[config.mk]
export PLATFORM = sky130hd
export DESIGN_NAME = tone_melody_sequencer
export DESIGN_NICKNAME = d
export VERILOG_FILES = /design/src/design/tms_pkg.sv /design/src/design/tone_melody_sequencer.sv
export SDC_FILE = /design/constraint.sdc
export NUM_CORES = 1
export LEC_CHECK = 0
export BUFFER_PORTS_ARGS = -buffer_cell sky130_fd_sc_hd__buf_4
export CAP_MARGIN = 20
export CORE_MARGIN = 2
export CORE_UTILIZATION = 63
export CTS_CLUSTER_SIZE = 14
export DETAILED_ROUTE_END_ITERATION = 12
export PLACE_DENSITY = 0.88
export SLEW_MARGIN = 15
export SYNTH_ARGS = -nofsm -noshare
export SYNTH_HDL_FRONTEND = slang
export SYNTH_SLANG_ARGS = --single-unit
[constraint.sdc]
create_clock -name clk -period 10.65 [get_ports clk]
set_clock_uncertainty 0.1 [all_clocks]
set_input_delay 0.5325 -clock clk [delete_from_list [all_inputs] [get_ports clk]]
set_output_delay 0.5325 -clock clk [all_outputs]
set_load 0.1 [all_outputs]
[src/design/tms_pkg.sv]
// Shared types, register map and note tables for the tone melody sequencer.
package tms_pkg;

  typedef enum logic [0:0] {
    OP_TICK   = 1'b0,
    OP_SELECT = 1'b1
  } opcode_t;

  typedef struct packed {
    opcode_t            opcode;
    logic signed [31:0] now;
    logic               enabled;
    logic [1:0]         track_sel;
  } in_item_t;

  typedef struct packed {
    logic       tone_write;
    logic [9:0] tone_hz;
    logic       playing;
  } out_item_t;

  localparam int unsigned PADDR_W = 3;

  localparam logic [0:0] REG_SOUND_ON  = 1'b0;
  localparam logic [0:0] REG_GAP_TICKS = 1'b1;

  localparam logic [1:0] TRACK_NONE    = 2'd0;
  localparam logic [1:0] TRACK_FANFARE = 2'd1;

  localparam logic [3:0] FANFARE_LEN = 4'd6;
  localparam logic [3:0] THEME_LEN   = 4'd11;

  localparam logic [6:0] GAP_RESET = 7'd40;

  function automatic logic [9:0] note_pitch(input logic fanfare, input logic [3:0] idx);
    logic [9:0] hz;
    hz = '0;
    if (fanfare) begin
      case (idx)
        4'd0:    hz = 10'd392;
        4'd1:    hz = 10'd494;
        4'd2:    hz = 10'd587;
        4'd3:    hz = 10'd784;
        4'd4:    hz = 10'd698;
        4'd5:    hz = 10'd659;
        default: hz = '0;
      endcase
    end else begin
      case (idx)
        4'd0:    hz = 10'd262;
        4'd1:    hz = 10'd330;
        4'd2:    hz = 10'd392;
        4'd3:    hz = 10'd440;
        4'd4:    hz = 10'd349;
        4'd5:    hz = 10'd294;
        4'd6:    hz = 10'd262;
        4'd7:    hz = 10'd330;
        4'd8:    hz = 10'd392;
        4'd9:    hz = 10'd523;
        4'd10:   hz = 10'd392;
        default: hz = '0;
      endcase
    end
    return hz;
  endfunction

  function automatic logic [8:0] note_dur(input logic fanfare, input logic [3:0] idx);
    logic [8:0] d;
    d = '0;
    if (fanfare) begin
      d = 9'd250;
    end else begin
      case (idx)
        4'd0, 4'd1, 4'd3, 4'd4, 4'd6: d = 9'd150;
        4'd2, 4'd5, 4'd7, 4'd9:       d = 9'd200;
        4'd8:                         d = 9'd250;
        4'd10:                        d = 9'd300;
        default:                      d = '0;
      endcase
    end
    return d;
  endfunction

endpackage

[src/design/tone_melody_sequencer.sv]
// Tone melody sequencer: one request in, one speaker result out, per cycle while results are taken.
//
// Input requests (in_valid/in_ready, in_data) are either a tick carrying the
// current millisecond count or a track select. Each accepted request yields
// exactly one result on out_valid/out_ready, out_data: whether a speaker
// command was issued, its pitch (0 = off) and whether a track is selected.
//
// The result is registered: the request is evaluated against the sequencer state
// in the accept cycle and the result lands in the output register, while the
// state registers update at the same edge. Throughput is one request per
// cycle while results are taken, set by the combinational state update (a
// 32-bit time subtract, signed compare and the next-event add).
//
// When the receiver stalls, the output register holds its result and
// in_ready drops until it is taken; a new request is accepted in the same
// cycle the held result leaves. Reset (rst_n low, synchronous) clears the
// track, note position and timing state, sets sound_on to 1 and gap_ticks
// to 40, and empties the output register. Config is via the APB port:
// sound_on at address 0, gap_ticks at address 4.
module tone_melody_sequencer
  import tms_pkg::*;
(
  input  logic               clk,
  input  logic               rst_n,
  input  logic               in_valid,
  output logic               in_ready,
  input  in_item_t           in_data,
  output logic               out_valid,
  input  logic               out_ready,
  output out_item_t          out_data,
  input  logic               psel,
  input  logic               penable,
  input  logic               pwrite,
  input  logic [PADDR_W-1:0] paddr,
  input  logic [31:0]        pwdata,
  output logic [31:0]        prdata,
  output logic               pready
);

  logic        sound_on_r;
  logic [6:0]  gap_ticks_r;
  logic [1:0]  track_r, track_nxt;
  logic [3:0]  note_index_r, note_index_nxt;
  logic        resting_r, resting_nxt;
  logic [31:0] next_time_r, next_time_nxt;
  logic        sounding_r, sounding_nxt;
  logic        out_valid_r;
  out_item_t   out_data_r, out_data_nxt;

  logic        in_fire, cfg_wr;
  logic [31:0] now_u, diff;
  logic        now_lt, go, fanfare;
  logic [3:0]  len, idx, idx_inc;
  logic [9:0]  pitch;
  logic [8:0]  dur;

  assign pready   = 1'b1;
  assign cfg_wr   = psel && penable && pwrite && pready;
  assign in_ready = !out_valid_r || out_ready;
  assign in_fire  = in_valid && in_ready;

  assign prdata = (paddr[2] == REG_GAP_TICKS) ? {25'd0, gap_ticks_r} : {31'd0, sound_on_r};

  always_ff @(posedge clk) begin
    if (!rst_n) begin
      sound_on_r  <= 1'b1;
      gap_ticks_r <= GAP_RESET;
    end else if (cfg_wr) begin
      if (paddr[2] == REG_SOUND_ON) begin
        sound_on_r <= pwdata[0];
      end else begin
        gap_ticks_r <= pwdata[6:0];
      end
    end
  end

  // time compare: a wrapped-negative difference snaps the event time to now
  assign now_u   = in_data.now;
  assign diff    = now_u - next_time_r;
  assign now_lt  = $signed(now_u) < $signed(next_time_r);
  assign go      = diff[31] || !now_lt;
  assign fanfare = (track_r == TRACK_FANFARE);
  assign len     = fanfare ? FANFARE_LEN : THEME_LEN;
  assign idx     = (note_index_r >= len) ? 4'd0 : note_index_r;
  assign idx_inc = idx + 4'd1;
  assign pitch   = note_pitch(fanfare, idx);
  assign dur     = note_dur(fanfare, idx);

  always_comb begin
    track_nxt      = track_r;
    note_index_nxt = note_index_r;
    resting_nxt    = resting_r;
    next_time_nxt  = next_time_r;
    sounding_nxt   = sounding_r;
    out_data_nxt   = '0;

    if (in_data.opcode == OP_SELECT) begin
      out_data_nxt.tone_write = sounding_r;
      sounding_nxt   = 1'b0;
      track_nxt      = in_data.track_sel;
      note_index_nxt = '0;
      resting_nxt    = 1'b0;
      next_time_nxt  = now_u;
    end else if (!in_data.enabled || !sound_on_r || track_r == TRACK_NONE) begin
      out_data_nxt.tone_write = sounding_r;
      sounding_nxt = 1'b0;
    end else begin
      if (diff[31]) begin
        next_time_nxt = now_u;
      end
      if (go) begin
        note_index_nxt = idx;
        if (resting_r) begin
          out_data_nxt.tone_write = sounding_r;
          sounding_nxt   = 1'b0;
          next_time_nxt  = now_u + {25'd0, gap_ticks_r};
          resting_nxt    = 1'b0;
          note_index_nxt = idx_inc;
          if (idx_inc >= len) begin
            note_index_nxt = '0;
            if (fanfare) begin
              track_nxt = TRACK_NONE;
            end
          end
        end else begin
          out_data_nxt.tone_write = 1'b1;
          out_data_nxt.tone_hz    = pitch;
          sounding_nxt  = 1'b1;
          next_time_nxt = now_u + {23'd0, dur} - {25'd0, gap_ticks_r};
          resting_nxt   = 1'b1;
        end
      end
    end
    out_data_nxt.playing = (track_nxt != TRACK_NONE);
  end

  always_ff @(posedge clk) begin
    if (!rst_n) begin
      track_r      <= TRACK_NONE;
      note_index_r <= '0;
      resting_r    <= 1'b0;
      next_time_r  <= '0;
      sounding_r   <= 1'b0;
      out_valid_r  <= 1'b0;
    end else begin
      if (in_fire) begin
        track_r      <= track_nxt;
        note_index_r <= note_index_nxt;
        resting_r    <= resting_nxt;
        next_time_r  <= next_time_nxt;
        sounding_r   <= sounding_nxt;
        out_valid_r  <= 1'b1;
      end else if (out_ready) begin
        out_valid_r  <= 1'b0;
      end
    end
  end

  always_ff @(posedge clk) begin
    if (in_fire) begin
      out_data_r <= out_data_nxt;
    end
  end

  assign out_valid = out_valid_r;
  assign out_data  = out_data_r;

  // note position never leaves the longer table
  a_idx_range: assert property (@(posedge clk) disable iff (!rst_n)
    note_index_r < THEME_LEN)
    else $error("note index out of range");

  a_playing_track: assert property (@(posedge clk) disable iff (!rst_n)
    in_fire |=> out_data_r.playing == (track_r != TRACK_NONE))
    else $error("playing flag disagrees with track");

  a_hz_needs_write: assert property (@(posedge clk) disable iff (!rst_n)
    out_valid_r && !out_data_r.tone_write |-> out_data_r.tone_hz == '0)
    else $error("pitch without speaker command");

  a_select_restart: assert property (@(posedge clk) disable iff (!rst_n)
    in_fire && in_data.opcode == OP_SELECT |=> note_index_r == '0 && !resting_r && !sounding_r)
    else $error("select did not restart track");

endmodule

==> run metrics <==
CTS sink cnt=61; Worst Tran Pin Value=1130 ps; part of the power in registers=0.284; 1st-iter DRT viols=749; WL/cell=17.4 um; CTS-repair resized insts=0; multi-input combinational cell area=0.00559 mm^2; Die Width=114 um; Post-Syn Instances=1038; ys async rst share=0; register area share after synthesis=0.175; # hold bufs at CTS=0; crit start category=flop; initial antenna violation count=0; Root Driver=clkbuf_16; crit path time final=6650 ps; cell leakage power=3.64 nW; gpl congestion=0.935; Adder-Cell Fraction of Synth Area=0.195; YS warnings=0; Critical Path End Type=flop; filler instances=1007; H-tree depth=3; vias in the first global route=7094; worst-skew pair later-pin latency=350 ps; top_reg_cell synth=dfxtp_1; # setup viols final=0; Compound-Gate Fraction of Synth Area=0.267; CP Data Required Time=10790 ps; total congestion overflow=0; Post-synth EDFFs=12; Synth cell types=78; Cell Pwr Density=108 mW/mm^2; crit path DAT=6790 ps; Simple-Gate Fraction of Synth Area=0.214; first-pass GRT wire length=34200 um; xor and xnor fraction of the mapped netlist area=0.0320; CP Class=reg2reg; Worst Path Max Fanout=16; crit-path max cell delay=500 ps; Port Buf Inserts=71; Fin. Hold Viols=0; Area Overhead vs Synth=9.17%; post-route ant nets=0; Max Cap Viol=0; main combinational cell family by area after synthesis=compound AO/OA/AOI/OAI gates; largest net degree at the start of global routing=52; Synth top area share=0.173; CP dominant cell by count=nand2_1; CTS Buf Count=9; DP HPWL=15200 um; Post-CTS Repair Setup Buffers=0; period utilization=0.625; share of layout cells above drive strength 1=0.102; Max IR drop VDD=83.2 uV; initial core utilization=0.641; Die ar.=0.0131 mm^2; CORE AREA=0.0120 mm^2; top cell type by total area after synthesis=ha_1; Reg clk slew, reported paths=60 ps; Placement Rows=40; CTS max path bufs=2; Post-Synthesis Cell Area=0.00767 mm^2; Switching Share=0.417; Net Switching=377 uW; Int Pwr=527 uW; global-route usage over all layers=0.325; drt total wl=21400 um; hold_ws=308 ps; Total Neg Setup Slack=0 ps; TritonCTS clock tree=done; Hold Path Class=in2reg; RSZ-0062 raised after global routing=no; relative slew slack=0.250; Combinational Power Share=0.407; CP max stage cell=fa_1; Post-synth top cells=ha_1, inv_1, nand2_1, a21oi_1, nor2_1; syn_area_per_cell=7.39 um^2; mux contribution to synthesized area=0.00800; FF+latch area=0.00134 mm^2; Synth Register Bits=61; top post-synthesis cells by area=ha_1, dfxtp_1, a21oi_1; 1st-pass router iterations=5; Inserted Diodes=0; I/O Pins=125; FMAX=150 MHz; die span in y=114 um; post-route DRC violation count=0; vias=7862; fin. max-slew vios=0; Clk pwr share=0.309; status=complete, no violations; via/cell ratio=6.39; Nets=1270
-- stage by stage --
stage | cells | power (mW) | area [um^2] | utilization | worst slack [ps]
after CTS | 1230 | 0.895 | 8370 | 0.700 | 4130
after floorplan | 1062 | 0.544 | 7760 | - | 4990
after global placement | 1214 | 0.612 | 8090 | 0.676 | 4250
after global routing | 1230 | 0.943 | 8370 | 0.700 | 3560
after detailed placement | 1214 | 0.620 | 8090 | 0.676 | 4160
final | 1230 | 0.904 | 8370 | 0.700 | 4000
-- metal layers --
layer  global-route usage  wire length [um]
met5                    0                 0
met4                0.130               646
met3               0.0455              1920
met2                0.537             10100
met1                0.430              8790
-- cell families after synthesis --
family / count (synthesis)
AOI/OAI and AO/OA: 311
xor gates and xnor gates: 28
DFF: 61
muxes: 6
and+or+nand+nor: 337
adders and majority gates: 115
other: 2
buffers and inverters: 178
-- cells in the final DEF, fill, tap and decap left out, drive strengths merged, types with 12 or more instances in the layout --
master and instances:
conb 26, o21ai 64, a21oi 87, xnor2 17
nand3 43, nand4 17, a211oi 13, buf 76
nor2 85, dfxtp 49, inv 106, edfxtp 12
a21o 19, a31oi 18, nor3 38, ha 106
nand2 89
-- power groups by stage --
stage	combinational (mW)	clock [mW]	sequential (mW)
after floorplan	0.266	0	0.279
after global placement	0.352	0	0.260
after detailed placement	0.359	0	0.261
after CTS	0.362	0.278	0.256
after global routing	0.399	0.286	0.258
final	0.368	0.280	0.256
-- area by class of cell --
cell class,count,area share
Clock buffer,9,0.0269
Multi-Input combinational cell,823,0.668
Tap cell,147,0.0220
Timing Repair Buffer,76,0.0682
Clock inverter,7,0.00628
Inverter,107,0.0480
Sequential cell,61,0.160
-- worst paths after layout --
check | slack (ps) | end | startpoint | cells after the start
worst max-delay path | 4000 | next_time_r[26]$_SDFFE_PN0P_ | track_r[1]$_SDFFE_PN0P_ | 26
worst max register to register | 4000 | next_time_r[26]$_SDFFE_PN0P_ | track_r[1]$_SDFFE_PN0P_ | 26
worst min register to register | 360 | next_time_r[3]$_SDFFE_PN0P_ | next_time_r[3]$_SDFFE_PN0P_ | 2
worst min-delay path | 310 | gap_ticks_r[3]$_SDFFE_PN1P_ | pwdata[3] | 3
-- worst max-delay path, delay by kind of cell, from the launching register on --
| family | cells | cell delay (ps) |
|---|---|---|
| AND/OR/NAND/NOR | 8 | 950 |
| adder cells (fa/ha/maj) | 5 | 1830 |
| flip-flops | 1 | 400 |
| XOR/XNOR | 1 | 150 |
| AO/OA/AOI/OAI | 8 | 2370 |
| buffers and inverters | 4 | 770 |
-- registers in the layout (all words and copies together) (netlist names) --
| name | count |
|---|---|
| gap_ticks_r | 7 |
| next_time_r | 32 |
| note_index_r | 4 |
| out_data | 12 |
| out_valid | 1 |
| resting_r | 1 |
| sound_on_r | 1 |
| sounding_r | 1 |
| track_r | 2 |
(Power assumes the default switching activity.)
